### config.mk
export PLATFORM = sky130hd
export DESIGN_NAME = teleop_clutch_pose_mapper_unit
export DESIGN_NICKNAME = d
export VERILOG_FILES = /design/src/hdl/tcpm_pkg.sv /design/src/hdl/teleop_clutch_pose_mapper_unit.sv /design/src/hdl/tcpm_mul.sv /design/src/hdl/tcpm_rdiv.sv
export SDC_FILE = /design/constraint.sdc
export NUM_CORES = 2
export LEC_CHECK = 0
export BUFFER_PORTS_ARGS = -buffer_cell sky130_fd_sc_hd__buf_2
export CORE_ASPECT_RATIO = 1.75
export CORE_MARGIN = 2
export CORE_UTILIZATION = 25
export CTS_BUF_LIST = sky130_fd_sc_hd__clkbuf_8
export CTS_CLUSTER_DIAMETER = 50
export DETAILED_ROUTE_END_ITERATION = 8
export GPL_TIMING_DRIVEN = 1
export PLACE_DENSITY_LB_ADDON = 0.25
export SLEW_MARGIN = 20
export SYNTH_ARGS = -nofsm -noshare
export SYNTH_HDL_FRONTEND = slang
export SYNTH_HIERARCHICAL = 1
export SYNTH_SLANG_ARGS = --single-unit
export TNS_END_PERCENT = 1
### constraint.sdc
create_clock -name i_clk -period 20.4 [get_ports i_clk]
set_clock_uncertainty 0.15 [all_clocks]
set_input_delay 1.02 -clock i_clk [delete_from_list [all_inputs] [get_ports i_clk]]
set_output_delay 1.02 -clock i_clk [all_outputs]
set_load 0.01 [all_outputs]
### src/hdl/tcpm_pkg.sv
`default_nettype none
package tcpm_pkg;

    typedef struct packed {
        logic               opcode;
        logic signed [31:0] pos_x;
        logic signed [31:0] pos_y;
        logic signed [31:0] pos_z;
        logic signed [31:0] quat_w;
        logic signed [31:0] quat_x;
        logic signed [31:0] quat_y;
        logic signed [31:0] quat_z;
        logic               clutch_engaged;
    } t_in;

    typedef struct packed {
        logic signed [31:0] target_x;
        logic signed [31:0] target_y;
        logic signed [31:0] target_z;
        logic signed [31:0] target_qw;
        logic signed [31:0] target_qx;
        logic signed [31:0] target_qy;
        logic signed [31:0] target_qz;
        logic               holding;
    } t_out;

    typedef enum logic [2:0] {
        ST_IDLE,
        ST_TWICE,
        ST_ROOT,
        ST_DIV,
        ST_POS,
        ST_QMUL,
        ST_OUT
    } t_state;

    typedef enum logic {
        RD_DIV,
        RD_SQRT
    } t_rdiv_mode;

    typedef struct packed {
        logic       start;
        t_rdiv_mode mode;
    } t_rdiv_ctl;

    typedef struct packed {
        logic done;
        logic ovf;
    } t_rdiv_sts;

    localparam logic OP_TICK = 1'b0;
    localparam logic OP_SEED = 1'b1;

    localparam logic [3:0]         SCALE_RESET = 4'd3;
    localparam logic signed [31:0] Q30_ONE     = 32'sh4000_0000;
    localparam logic signed [31:0] S32_MAX     = 32'sh7FFF_FFFF;
    localparam logic signed [31:0] S32_MIN     = 32'sh8000_0000;
    localparam logic signed [39:0] TRACE_INIT  = 40'sd2147483648;
    localparam logic signed [39:0] TRACE_MAX   = 40'sd17179869183;

    // Weights of each doubled product into (trace, n1, n2, n3).
    // Product order: wy, xx, zz, yz, wx, xy, wz, yy.
    localparam logic signed [2:0] TW_COEF [8][4] = '{
        '{ 3'sd2,  3'sd0,  3'sd0,  3'sd0},
        '{-3'sd1,  3'sd0,  3'sd1,  3'sd0},
        '{-3'sd1,  3'sd0,  3'sd1,  3'sd0},
        '{ 3'sd0,  3'sd1,  3'sd0,  3'sd1},
        '{ 3'sd0,  3'sd1,  3'sd0, -3'sd1},
        '{ 3'sd0,  3'sd1,  3'sd0, -3'sd1},
        '{ 3'sd0,  3'sd1,  3'sd0,  3'sd1},
        '{ 3'sd0,  3'sd0,  3'sd2,  3'sd0}
    };

    function automatic logic signed [31:0] sat32(input logic signed [63:0] v);
        logic signed [31:0] r;
        if (v > 64'(S32_MAX)) begin
            r = S32_MAX;
        end else if (v < 64'(S32_MIN)) begin
            r = S32_MIN;
        end else begin
            r = v[31:0];
        end
        return r;
    endfunction

    function automatic logic signed [31:0] negsat(input logic signed [31:0] v);
        logic signed [31:0] r;
        if (v == S32_MIN) begin
            r = S32_MAX;
        end else begin
            r = -v;
        end
        return r;
    endfunction

    function automatic logic signed [39:0] coef_term(input logic signed [39:0] v,
                                                     input logic signed [2:0] c);
        logic signed [39:0] r;
        case (c)
            3'sd1:   r = v;
            -3'sd1:  r = -v;
            3'sd2:   r = v <<< 1;
            default: r = '0;
        endcase
        return r;
    endfunction

endpackage
`default_nettype wire

### src/hdl/teleop_clutch_pose_mapper_unit.sv
// Clutch pose mapper for one arm of a master-slave teleoperation setup.
// Input channel (i_in_valid / o_in_stall, payload i_in_data): one request per
// control tick (opcode tick: haptic position, orientation, clutch button) or a
// seed request (end-effector position that loads the hold pose once).
// Output channel (o_out_valid / i_out_stall, payload o_out_data): one result
// per tick request, none per seed. Config channel (i_cfg_valid / o_cfg_ready,
// i_cfg_data) writes motion_scale; it is ready only while the block is idle.
// A seed request is applied on acceptance and leaves the block idle. A tick
// request runs 27 products on one bit-serial 32x32 multiplier, a square root
// and three divides on a shared bit-serial root/divide unit; the divides are
// skipped when the orientation trace is zero. One request is in work at a
// time; o_in_stall is low again once the result enters the output register,
// even if the receiver has not yet taken it.
// If the receiver stalls, the result waits in the output register; a second
// finished result waits in the sequencer until the register drains.
// Reset (synchronous, active low) sets motion_scale to 3, all stored
// quaternions to identity, positions and offsets to zero, and clears the hold
// and seed flags.
`default_nettype none
module teleop_clutch_pose_mapper_unit (
    input  wire                i_clk,
    input  wire                i_rst_n,
    input  wire                i_in_valid,
    output logic               o_in_stall,
    input  tcpm_pkg::t_in      i_in_data,
    output logic               o_out_valid,
    input  wire                i_out_stall,
    output tcpm_pkg::t_out     o_out_data,
    input  wire                i_cfg_valid,
    output logic               o_cfg_ready,
    input  wire         [3:0]  i_cfg_data
);
    import tcpm_pkg::*;

    t_state             r_state;
    t_state             n_state;
    logic [3:0]         r_idx;
    logic               r_go;
    logic [3:0]         r_scale;
    logic               r_engaged;
    logic signed [31:0] r_pos [3];
    logic signed [31:0] r_lhq [4];      // last haptic quaternion, w x y z
    logic signed [31:0] r_lcp [3];      // last commanded position
    logic signed [31:0] r_lcq [4];      // last commanded quaternion
    logic signed [31:0] r_hold_pos [3];
    logic signed [31:0] r_hold_quat [4];
    logic signed [31:0] r_off_pos [3];
    logic signed [31:0] r_off_quat [4];
    logic               r_hold_latched;
    logic               r_seed_taken;
    logic signed [39:0] r_acc [4];      // trace, n1, n2, n3
    logic signed [31:0] r_e [4];        // robot-frame orientation
    logic signed [63:0] r_qacc;
    t_out               r_out;
    logic               r_out_vld;

    logic               in_acc;
    logic               tick_acc;
    logic               cfg_acc;
    logic               out_free;
    logic               out_load;
    logic               step_done;
    logic               step_last;
    logic               ew_zero;
    logic               mul_start;
    logic               mul_done;
    logic signed [63:0] mul_prod;
    logic signed [31:0] mul_a;
    logic signed [31:0] mul_b;
    logic               qm_neg;
    t_rdiv_ctl          rd_ctl;
    t_rdiv_sts          rd_sts;
    logic [31:0]        rd_res;
    logic [63:0]        radicand;
    logic [33:0]        trace_c;
    logic signed [39:0] num_s;
    logic [39:0]        num_mag;
    logic [33:0]        den;
    logic signed [31:0] qa [4];
    logic signed [31:0] qb [4];
    logic signed [63:0] tw_full;
    logic signed [39:0] tw;
    logic signed [63:0] pt;
    logic signed [63:0] q_sum;
    logic signed [63:0] q_shift;
    logic signed [31:0] div_val;

    assign in_acc   = i_in_valid && !o_in_stall;
    assign tick_acc = in_acc && (i_in_data.opcode == OP_TICK);
    assign cfg_acc  = i_cfg_valid && o_cfg_ready;
    assign out_free = !r_out_vld || !i_out_stall;
    assign ew_zero  = (rd_res[31:1] == 31'd0);

    // Step bookkeeping for the sequencer.
    always_comb begin
        step_done = 1'b0;
        step_last = 1'b0;
        case (r_state)
            ST_TWICE: begin
                step_done = mul_done;
                step_last = (r_idx == 4'd7);
            end
            ST_ROOT: begin
                step_done = rd_sts.done;
                step_last = 1'b1;
            end
            ST_DIV: begin
                step_done = rd_sts.done;
                step_last = (r_idx == 4'd2);
            end
            ST_POS: begin
                step_done = mul_done;
                step_last = (r_idx == 4'd2);
            end
            ST_QMUL: begin
                step_done = mul_done;
                step_last = (r_idx == 4'd15);
            end
            default: begin
                step_done = 1'b0;
                step_last = 1'b0;
            end
        endcase
    end

    // Next state.
    always_comb begin
        n_state = r_state;
        case (r_state)
            ST_IDLE:  if (tick_acc) n_state = ST_TWICE;
            ST_TWICE: if (step_done && step_last) n_state = ST_ROOT;
            ST_ROOT:  if (step_done) n_state = ew_zero ? ST_POS : ST_DIV;
            ST_DIV:   if (step_done && step_last) n_state = ST_POS;
            ST_POS:   if (step_done && step_last) n_state = ST_QMUL;
            ST_QMUL:  if (step_done && step_last) n_state = ST_OUT;
            ST_OUT:   if (out_free) n_state = ST_IDLE;
            default:  n_state = ST_IDLE;
        endcase
    end

    // State outputs.
    always_comb begin
        o_in_stall  = (r_state != ST_IDLE);
        o_cfg_ready = (r_state == ST_IDLE);
        mul_start   = r_go && ((r_state == ST_TWICE) || (r_state == ST_POS) ||
                               (r_state == ST_QMUL));
        rd_ctl.start = r_go && ((r_state == ST_ROOT) || (r_state == ST_DIV));
        rd_ctl.mode  = (r_state == ST_ROOT) ? RD_SQRT : RD_DIV;
        out_load    = (r_state == ST_OUT) && out_free;
    end

    // Quaternion product operands: engaged -> offset * e, released -> hold * conj(e).
    always_comb begin
        qb[0] = r_e[0];
        for (int i = 0; i < 4; i++) begin
            qa[i] = r_engaged ? r_off_quat[i] : r_hold_quat[i];
        end
        for (int i = 1; i < 4; i++) begin
            qb[i] = r_engaged ? r_e[i] : negsat(r_e[i]);
        end
    end

    // Multiplier operand schedule.
    always_comb begin
        mul_a  = '0;
        mul_b  = '0;
        qm_neg = 1'b0;
        case (r_state)
            ST_TWICE: begin
                case (r_idx[2:0])
                    3'd0:    begin mul_a = r_lhq[0]; mul_b = r_lhq[2]; end
                    3'd1:    begin mul_a = r_lhq[1]; mul_b = r_lhq[1]; end
                    3'd2:    begin mul_a = r_lhq[3]; mul_b = r_lhq[3]; end
                    3'd3:    begin mul_a = r_lhq[2]; mul_b = r_lhq[3]; end
                    3'd4:    begin mul_a = r_lhq[0]; mul_b = r_lhq[1]; end
                    3'd5:    begin mul_a = r_lhq[1]; mul_b = r_lhq[2]; end
                    3'd6:    begin mul_a = r_lhq[0]; mul_b = r_lhq[3]; end
                    default: begin mul_a = r_lhq[2]; mul_b = r_lhq[2]; end
                endcase
            end
            ST_POS: begin
                mul_b = $signed({28'd0, r_scale});
                case (r_idx[1:0])
                    2'd0:    mul_a = r_pos[0];
                    2'd1:    mul_a = r_pos[1];
                    default: mul_a = r_pos[2];
                endcase
            end
            ST_QMUL: begin
                case (r_idx)
                    4'd0:    begin mul_a = qa[0]; mul_b = qb[0]; end
                    4'd1:    begin mul_a = qa[1]; mul_b = qb[1]; qm_neg = 1'b1; end
                    4'd2:    begin mul_a = qa[2]; mul_b = qb[2]; qm_neg = 1'b1; end
                    4'd3:    begin mul_a = qa[3]; mul_b = qb[3]; qm_neg = 1'b1; end
                    4'd4:    begin mul_a = qa[0]; mul_b = qb[1]; end
                    4'd5:    begin mul_a = qa[1]; mul_b = qb[0]; end
                    4'd6:    begin mul_a = qa[2]; mul_b = qb[3]; end
                    4'd7:    begin mul_a = qa[3]; mul_b = qb[2]; qm_neg = 1'b1; end
                    4'd8:    begin mul_a = qa[0]; mul_b = qb[2]; end
                    4'd9:    begin mul_a = qa[1]; mul_b = qb[3]; qm_neg = 1'b1; end
                    4'd10:   begin mul_a = qa[2]; mul_b = qb[0]; end
                    4'd11:   begin mul_a = qa[3]; mul_b = qb[1]; end
                    4'd12:   begin mul_a = qa[0]; mul_b = qb[3]; end
                    4'd13:   begin mul_a = qa[1]; mul_b = qb[2]; end
                    4'd14:   begin mul_a = qa[2]; mul_b = qb[1]; qm_neg = 1'b1; end
                    default: begin mul_a = qa[3]; mul_b = qb[0]; end
                endcase
            end
            default: begin
                mul_a  = '0;
                mul_b  = '0;
                qm_neg = 1'b0;
            end
        endcase
    end

    // Trace clamp, root radicand, divider operands and result shaping.
    always_comb begin
        if (r_acc[0][39]) begin
            trace_c = '0;
        end else if (r_acc[0] > TRACE_MAX) begin
            trace_c = TRACE_MAX[33:0];
        end else begin
            trace_c = r_acc[0][33:0];
        end
        radicand = {trace_c, 30'd0};
        case (r_idx[1:0])
            2'd0:    num_s = r_acc[1];
            2'd1:    num_s = r_acc[2];
            default: num_s = r_acc[3];
        endcase
        num_mag = num_s[39] ? 40'(-num_s) : 40'(num_s);
        den     = {1'b0, r_e[0][30:0], 2'b00};
        if (rd_sts.ovf) begin
            div_val = num_s[39] ? S32_MIN : S32_MAX;
        end else begin
            div_val = num_s[39] ? -$signed({1'b0, rd_res[30:0]})
                                : $signed({1'b0, rd_res[30:0]});
        end
        tw_full = mul_prod >>> 29;
        tw      = tw_full[39:0];
        pt      = mul_prod >>> 2;
        q_sum   = ((r_idx[1:0] == 2'd0) ? 64'sd0 : r_qacc) + (qm_neg ? -pt : pt);
        q_shift = q_sum >>> 28;
    end

    tcpm_mul u_mul (
        .i_clk   (i_clk),
        .i_rst_n (i_rst_n),
        .i_start (mul_start),
        .i_a     (mul_a),
        .i_b     (mul_b),
        .o_done  (mul_done),
        .o_prod  (mul_prod)
    );

    tcpm_rdiv u_rdiv (
        .i_clk   (i_clk),
        .i_rst_n (i_rst_n),
        .i_ctl   (rd_ctl),
        .i_rad   (radicand),
        .i_num   (num_mag),
        .i_den   (den),
        .o_sts   (rd_sts),
        .o_res   (rd_res)
    );

    // Sequencer and pose state.
    always_ff @(posedge i_clk) begin
        if (!i_rst_n) begin
            r_state        <= ST_IDLE;
            r_idx          <= '0;
            r_go           <= 1'b0;
            r_scale        <= SCALE_RESET;
            r_hold_latched <= 1'b0;
            r_seed_taken   <= 1'b0;
            r_out_vld      <= 1'b0;
            for (int i = 0; i < 3; i++) begin
                r_lcp[i]      <= '0;
                r_hold_pos[i] <= '0;
                r_off_pos[i]  <= '0;
            end
            for (int i = 0; i < 4; i++) begin
                r_lhq[i]       <= (i == 0) ? Q30_ONE : '0;
                r_lcq[i]       <= (i == 0) ? Q30_ONE : '0;
                r_hold_quat[i] <= (i == 0) ? Q30_ONE : '0;
                r_off_quat[i]  <= (i == 0) ? Q30_ONE : '0;
            end
        end else begin
            r_state <= n_state;
            r_go    <= tick_acc || (step_done && !(r_state == ST_QMUL && step_last));

            if (cfg_acc) begin
                r_scale <= i_cfg_data;
            end

            if (tick_acc) begin
                r_idx <= '0;
            end else if (step_done) begin
                r_idx <= step_last ? 4'd0 : r_idx + 4'd1;
            end

            if (in_acc && i_in_data.opcode == OP_SEED && !r_seed_taken) begin
                r_hold_pos[0] <= i_in_data.pos_x;
                r_hold_pos[1] <= i_in_data.pos_y;
                r_hold_pos[2] <= i_in_data.pos_z;
                for (int i = 0; i < 4; i++) begin
                    r_hold_quat[i] <= r_lhq[i];
                end
                r_seed_taken <= 1'b1;
            end

            if (tick_acc) begin
                r_lhq[0] <= i_in_data.quat_w;
                r_lhq[1] <= i_in_data.quat_x;
                r_lhq[2] <= i_in_data.quat_y;
                r_lhq[3] <= i_in_data.quat_z;
                if (i_in_data.clutch_engaged) begin
                    r_hold_latched <= 1'b0;
                end else if (!r_hold_latched) begin
                    // first released tick: freeze the last command as hold pose
                    for (int i = 0; i < 3; i++) begin
                        r_hold_pos[i] <= r_lcp[i];
                    end
                    for (int i = 0; i < 4; i++) begin
                        r_hold_quat[i] <= r_lcq[i];
                    end
                    r_hold_latched <= 1'b1;
                end
            end

            if (mul_done && r_state == ST_POS) begin
                if (r_engaged) begin
                    r_lcp[r_idx[1:0]] <= sat32(mul_prod - 64'(r_off_pos[r_idx[1:0]]));
                end else begin
                    r_off_pos[r_idx[1:0]] <= sat32(mul_prod - 64'(r_hold_pos[r_idx[1:0]]));
                end
            end

            if (mul_done && r_state == ST_QMUL && r_idx[1:0] == 2'd3) begin
                if (r_engaged) begin
                    r_lcq[r_idx[3:2]] <= sat32(q_shift);
                end else begin
                    r_off_quat[r_idx[3:2]] <= sat32(q_shift);
                end
            end

            if (out_load) begin
                r_out_vld <= 1'b1;
            end else if (r_out_vld && !i_out_stall) begin
                r_out_vld <= 1'b0;
            end
        end
    end

    // Working registers of one tick.
    always_ff @(posedge i_clk) begin
        if (tick_acc) begin
            r_engaged <= i_in_data.clutch_engaged;
            r_pos[0]  <= i_in_data.pos_x;
            r_pos[1]  <= i_in_data.pos_y;
            r_pos[2]  <= i_in_data.pos_z;
            r_acc[0]  <= TRACE_INIT;
            r_acc[1]  <= '0;
            r_acc[2]  <= -TRACE_INIT;
            r_acc[3]  <= '0;
        end
        if (mul_done && r_state == ST_TWICE) begin
            for (int j = 0; j < 4; j++) begin
                r_acc[j] <= r_acc[j] + coef_term(tw, TW_COEF[r_idx[2:0]][j]);
            end
        end
        if (rd_sts.done && r_state == ST_ROOT) begin
            r_e[0] <= $signed({1'b0, rd_res[31:1]});
            if (ew_zero) begin
                r_e[1] <= '0;
                r_e[2] <= '0;
                r_e[3] <= '0;
            end
        end
        if (rd_sts.done && r_state == ST_DIV) begin
            r_e[r_idx[1:0] + 2'd1] <= div_val;
        end
        if (mul_done && r_state == ST_QMUL) begin
            r_qacc <= q_sum;
        end
        if (out_load) begin
            if (r_engaged) begin
                r_out.target_x  <= r_lcp[0];
                r_out.target_y  <= r_lcp[1];
                r_out.target_z  <= r_lcp[2];
                r_out.target_qw <= r_lcq[0];
                r_out.target_qx <= r_lcq[1];
                r_out.target_qy <= r_lcq[2];
                r_out.target_qz <= r_lcq[3];
                r_out.holding   <= 1'b0;
            end else begin
                r_out.target_x  <= r_hold_pos[0];
                r_out.target_y  <= r_hold_pos[1];
                r_out.target_z  <= r_hold_pos[2];
                r_out.target_qw <= r_hold_quat[0];
                r_out.target_qx <= r_hold_quat[1];
                r_out.target_qy <= r_hold_quat[2];
                r_out.target_qz <= r_hold_quat[3];
                r_out.holding   <= 1'b1;
            end
        end
    end

    assign o_out_valid = r_out_vld;
    assign o_out_data  = r_out;

`ifndef SYNTHESIS
    a_one_unit: assert property (@(posedge i_clk) disable iff (!i_rst_n)
        !(mul_start && rd_ctl.start))
        else $error("multiplier and root/divide unit started together");

    a_tick_starts: assert property (@(posedge i_clk) disable iff (!i_rst_n)
        tick_acc |=> (r_state == ST_TWICE) && r_go)
        else $error("accepted tick request did not start the product schedule");

    a_mul_owner: assert property (@(posedge i_clk) disable iff (!i_rst_n)
        mul_done |-> (r_state == ST_TWICE || r_state == ST_POS || r_state == ST_QMUL))
        else $error("multiplier finished outside a product step");

    a_div_owner: assert property (@(posedge i_clk) disable iff (!i_rst_n)
        rd_sts.done |-> (r_state == ST_ROOT || r_state == ST_DIV))
        else $error("root/divide unit finished outside its step");
`endif
endmodule
`default_nettype wire

### src/hdl/tcpm_mul.sv
`default_nettype none
module tcpm_mul (
    input  wire                i_clk,
    input  wire                i_rst_n,
    input  wire                i_start,
    input  wire signed  [31:0] i_a,
    input  wire signed  [31:0] i_b,
    output logic               o_done,
    output logic signed [63:0] o_prod
);
    // Radix-2 shift-add, one multiplier bit per cycle; sign bit weighs -2^31.
    logic signed [33:0] r_hi;
    logic [31:0]        r_lo;
    logic signed [31:0] r_a;
    logic [4:0]         r_cnt;
    logic               r_busy;
    logic               r_done;
    logic signed [33:0] a_ext;
    logic signed [33:0] addend;
    logic signed [33:0] sum;

    always_comb begin
        a_ext  = 34'(r_a);
        addend = '0;
        if (r_lo[0]) begin
            addend = (r_cnt == 5'd31) ? -a_ext : a_ext;
        end
        sum = r_hi + addend;
    end

    always_ff @(posedge i_clk) begin
        if (!i_rst_n) begin
            r_busy <= 1'b0;
            r_done <= 1'b0;
            r_cnt  <= '0;
        end else begin
            r_done <= 1'b0;
            if (i_start) begin
                r_busy <= 1'b1;
                r_cnt  <= '0;
            end else if (r_busy) begin
                r_cnt <= r_cnt + 5'd1;
                if (r_cnt == 5'd31) begin
                    r_busy <= 1'b0;
                    r_done <= 1'b1;
                end
            end
        end
    end

    always_ff @(posedge i_clk) begin
        if (i_start) begin
            r_hi <= '0;
            r_lo <= i_b;
            r_a  <= i_a;
        end else if (r_busy) begin
            r_hi <= sum >>> 1;
            r_lo <= {sum[0], r_lo[31:1]};
        end
    end

    assign o_done = r_done;
    assign o_prod = $signed({r_hi[31:0], r_lo});
endmodule
`default_nettype wire

### src/hdl/tcpm_rdiv.sv
`default_nettype none
module tcpm_rdiv (
    input  wire                        i_clk,
    input  wire                        i_rst_n,
    input  tcpm_pkg::t_rdiv_ctl        i_ctl,
    input  wire                 [63:0] i_rad,
    input  wire                 [39:0] i_num,
    input  wire                 [33:0] i_den,
    output tcpm_pkg::t_rdiv_sts        o_sts,
    output logic                [31:0] o_res
);
    import tcpm_pkg::*;

    // Shared compare/subtract: square root takes two radicand bits a cycle,
    // division one quotient bit a cycle.
    logic [35:0] r_rem;
    logic [63:0] r_rad;
    logic [31:0] r_res;
    logic [33:0] r_den;
    logic [4:0]  r_cnt;
    logic        r_busy;
    logic        r_done;
    logic        r_ovf;
    t_rdiv_mode  r_mode;

    logic [35:0] rem_sh;
    logic [35:0] lhs;
    logic [35:0] rhs;
    logic [35:0] diff;
    logic [35:0] kept;
    logic        take;
    logic        last;

    always_comb begin
        rem_sh = {r_rem[33:0], r_rad[63:62]};
        if (r_mode == RD_SQRT) begin
            lhs = rem_sh;
            rhs = {2'b00, r_res, 2'b01};
        end else begin
            lhs = r_rem;
            rhs = {2'b00, r_den};
        end
        take = (lhs >= rhs);
        diff = lhs - rhs;
        kept = take ? diff : lhs;
        last = (r_mode == RD_SQRT) ? (r_cnt == 5'd31) : (r_cnt == 5'd30);
    end

    always_ff @(posedge i_clk) begin
        if (!i_rst_n) begin
            r_busy <= 1'b0;
            r_done <= 1'b0;
            r_cnt  <= '0;
            r_mode <= RD_DIV;
        end else begin
            r_done <= 1'b0;
            if (i_ctl.start) begin
                r_busy <= 1'b1;
                r_cnt  <= '0;
                r_mode <= i_ctl.mode;
            end else if (r_busy) begin
                r_cnt <= r_cnt + 5'd1;
                if (last) begin
                    r_busy <= 1'b0;
                    r_done <= 1'b1;
                end
            end
        end
    end

    always_ff @(posedge i_clk) begin
        if (i_ctl.start) begin
            r_res <= '0;
            r_rad <= i_rad;
            r_den <= i_den;
            if (i_ctl.mode == RD_SQRT) begin
                r_rem <= '0;
                r_ovf <= 1'b0;
            end else begin
                r_rem <= i_num[35:0];
                r_ovf <= ({1'b0, i_num} >= {6'b0, i_den, 1'b0});
            end
        end else if (r_busy) begin
            r_res <= {r_res[30:0], take};
            if (r_mode == RD_SQRT) begin
                r_rem <= kept;
                r_rad <= {r_rad[61:0], 2'b00};
            end else begin
                r_rem <= {kept[34:0], 1'b0};
            end
        end
    end

    assign o_sts.done = r_done;
    assign o_sts.ovf  = r_ovf;
    assign o_res      = r_res;
endmodule
`default_nettype wire

==> flow_metrics.tcl <==
set metrics [dict create \
    avgSynthCellArea_um2 10.3 \
    status "complete, no violations" \
    via_per_inst 5.39 \
    ctsHoldBuffers 92 \
    p_int_w 0.00747 \
    cp_max_fo 33 \
    clk_pin_slew_ns 0.06 \
    first_iter_violations 8785 \
    layout-drive-gt1-share_pct 15.5 \
    grt_use_met1_pct 23.8 \
    grt_use_met2_pct 41.1 \
    dieWidth_um 507 \
    synth_commonest_cells "edfxtp_1, nor2_1, a21oi_1" \
    drv_cap 0 \
    synth.top_cell.area_share_pct 46.2 \
    grt_max_degree 148 \
    met3_usage_pct 3.94 \
    finalCriticalPeriod_ns 9.13 \
    cp-startpoint "u_mul/r_lo[7]" \
    power_w 0.0128 \
    cts_resized 0 \
    cts_setup_buffers 0 \
    cts_tree "built" \
    drt_first_pass_iters 9 \
    initial_core_util_pct 25.1 \
    ys_warn_count 6 \
    startpoint_type "flip-flop" \
    dpl_cell_area_um2 120000 \
    grt_pass1_vias 93100 \
    wire_per_inst_um 31.8 \
    post-route-util_pct 28.8 \
    synth.distinct_cells 115 \
    cpMostUsedCell "nor2_1" \
    relSlewSlack_pct 11.8 \
    hp-class "input port to flip-flop" \
    yosys-top-cells-area "edfxtp_1, ha_1, mux2_2, a21oi_1, nor2_1" \
    ant_nets 0 \
    num-fill-cells 46500 \
    yosysTopAreaCell "edfxtp_1" \
    slew_viol_final 0 \
    synth_edf_count 1705 \
    cpMaxStageDelayCell "or2_2" \
    place_ws_ns 11.38 \
    r2r_start "u_mul/r_lo[7]" \
    swShare_pct 41.7 \
    pin_count 463 \
    drc_errors 0 \
    grt_pass1_wl_mm 745 \
    fin_setup_tns_ns 0 \
    async_flop_share_pct 0 \
    yosys_register_bits 1802 \
    critPathCaptureType "flip-flop" \
    stdcell_area_um2 127000 \
    clock_sinks 1802 \
    p_comb_share_pct 36.9 \
    synth_area_um2 111000 \
    grt-busiest-layer "met2" \
    place.gp.congestion 0.967 \
    portBuffers 462 \
    clock_path_buffers 4 \
    hpwl_mm 420 \
    period_share_pct 44.7 \
    pwr-share-clk_pct 26.4 \
    cts-root-buf "clkbuf_8" \
    cp.arrival_ns 9.68 \
    die_area_um2 449000 \
    nets 11900 \
    die_height_um 885 \
    wl_mm 551 \
    finalHoldViolCount 0 \
    tightest_slew_ns 1.32 \
    power.leakage_nw 47.9 \
    rsz0062_at_grt "no" \
    core_um2 442000 \
    power.density_nw_per_um2 101 \
    insertion_delay_ns 1.15 \
    cp.required_ns 20.95 \
    worst_path_largest_cell_delay_ns 0.96 \
    rows 323 \
    htreeDepth 5 \
    peakVddDrop_v 0.0000791 \
    p_seq_share_pct 36.7 \
    antenna_found_initial 102 \
    yosysMostFrequentCell "edfxtp_1" \
    ys.flop_type "edfxtp_1" \
    worstSetupPathType "flip-flop to flip-flop" \
    yosysSeqAreaShare_pct 47.9 \
    area_growth_pct 14.7 \
    grt_remaining_overflow 0 \
    worst_slack_ns 11.27 \
    grt_usage_pct 23.6 \
    fmax_ghz 0.110 \
    vias 93400 \
    netlist_instances 10800 \
    p_sw_w 0.00535 \
    setup_viol 0 \
    cts_buffers 317 \
    hp-start "i_in_data[159]" \
]
-- state kept, by name, summed over array words and instances (netlist names), 33 cells and up, named ones only --
signal	count
r_qacc	64
r_e	128
r_acc	160
r_off_pos	128
r_pos	96
u_rdiv/r_rad	64
r_off_quat	128
u_mul/r_hi	33
r_hold_pos	96
o_out_data	225
r_lhq	128
u_rdiv/r_rem	36
u_rdiv/r_den	34
r_lcq	128
r_hold_quat	128
r_lcp	96
-- per-stage QoR --
stage          hold WS (ns)  cells
6_report             0.0524  17300
5_1_grt              0.0286  17300
4_1_cts             0.00134  17300
3_5_place_dp          0.316  16600
3_3_place_gp          0.307  16600
2_1_floorplan         0.291  10800
-- critical path, delay by kind of cell (launching register included) --
kind                     cells  cell delay (ns)
adder cells (fa/ha/maj)      1             0.35
AND/OR/NAND/NOR             13             4.48
flip-flops                   1             0.51
buffers and inverters        1             0.51
XOR/XNOR                     2             0.68
AO/OA/AOI/OAI                8             2.08
-- area by class of cell --
type	count	area, um^2	share of cell area, %
multi-input combinational	7937	54200	42.7
sequential	1802	53200	41.8
tap	5850	7320	5.76
timing repair buffer	784	5030	3.95
clock buffer	336	4620	3.64
inverter	353	1330	1.05
clock inverter	215	1310	1.03
antenna	57	143	0.112
-- final timing paths --
kind / to / depth (start not counted) / slack [ns]
worst max-delay path: r_lcq[1][21] / 25 / 11.27
worst min-delay path: r_pos[0][94] / 1 / 0.05
worst max register to register: r_lcq[1][21] / 25 / 11.27
worst min register to register: r_hold_pos[2][18] / 1 / 0.32
-- cell usage in the layout (no fill, tap or decap), types with 83 or more instances in the layout --
cell / synthesis / final
edfxtp_1: 1705 / 1705
nor2_1: 1161 / 1153
a21oi_1: 952 / 947
nand2_1: 665 / 650
o21ai_0: 582 / 572
ha_1: 482 / 477
buf_2: 57 / 461
mux2_2: 454 / 454
inv_1: 353 / 433
a22o_1: 338 / 338
clkbuf_8: 0 / 336
xnor2_1: 311 / 302
a21o_1: 227 / 227
buf_4: 40 / 224
xor2_1: 219 / 216
and3_1: 199 / 196
mux2i_1: 173 / 171
nor3_1: 176 / 171
nand3_1: 151 / 148
nor2b_1: 146 / 144
nand4_1: 125 / 125
and2_1: 125 / 123
a31oi_1: 121 / 120
nand2b_1: 97 / 94
dlygate4sd3_1: 0 / 92
dfxtp_1: 97 / 92
a211oi_1: 86 / 86
or3_1: 84 / 83
-- per-layer routing --
layer	up-vias	share of wire, %
li1	41200	-
met1	46500	34
met2	4156	49
met3	1517	5.8
met4	34	11
met5	-	0.041
-- logic make-up after synthesis --
group	share of synthesized area (%)
simple gates	13.7
xor+xnor	4.22
mux	6.90
fa+ha+maj	5.60
buf+inv	3.76
compound gates	17.8
flops	47.9
other cells	0.00338
-- power groups by stage --
stage	sequential, W	clock (W)	combinational, W
floorplan	0.00463	0	0.00274
global placement	0.00477	0	0.00463
detailed placement	0.00477	0	0.00462
CTS	0.00470	0.00346	0.00467
global route	0.00472	0.00358	0.00496
finish	0.00471	0.00339	0.00473
No activity file was read; power rests on OpenSTA's default activity.
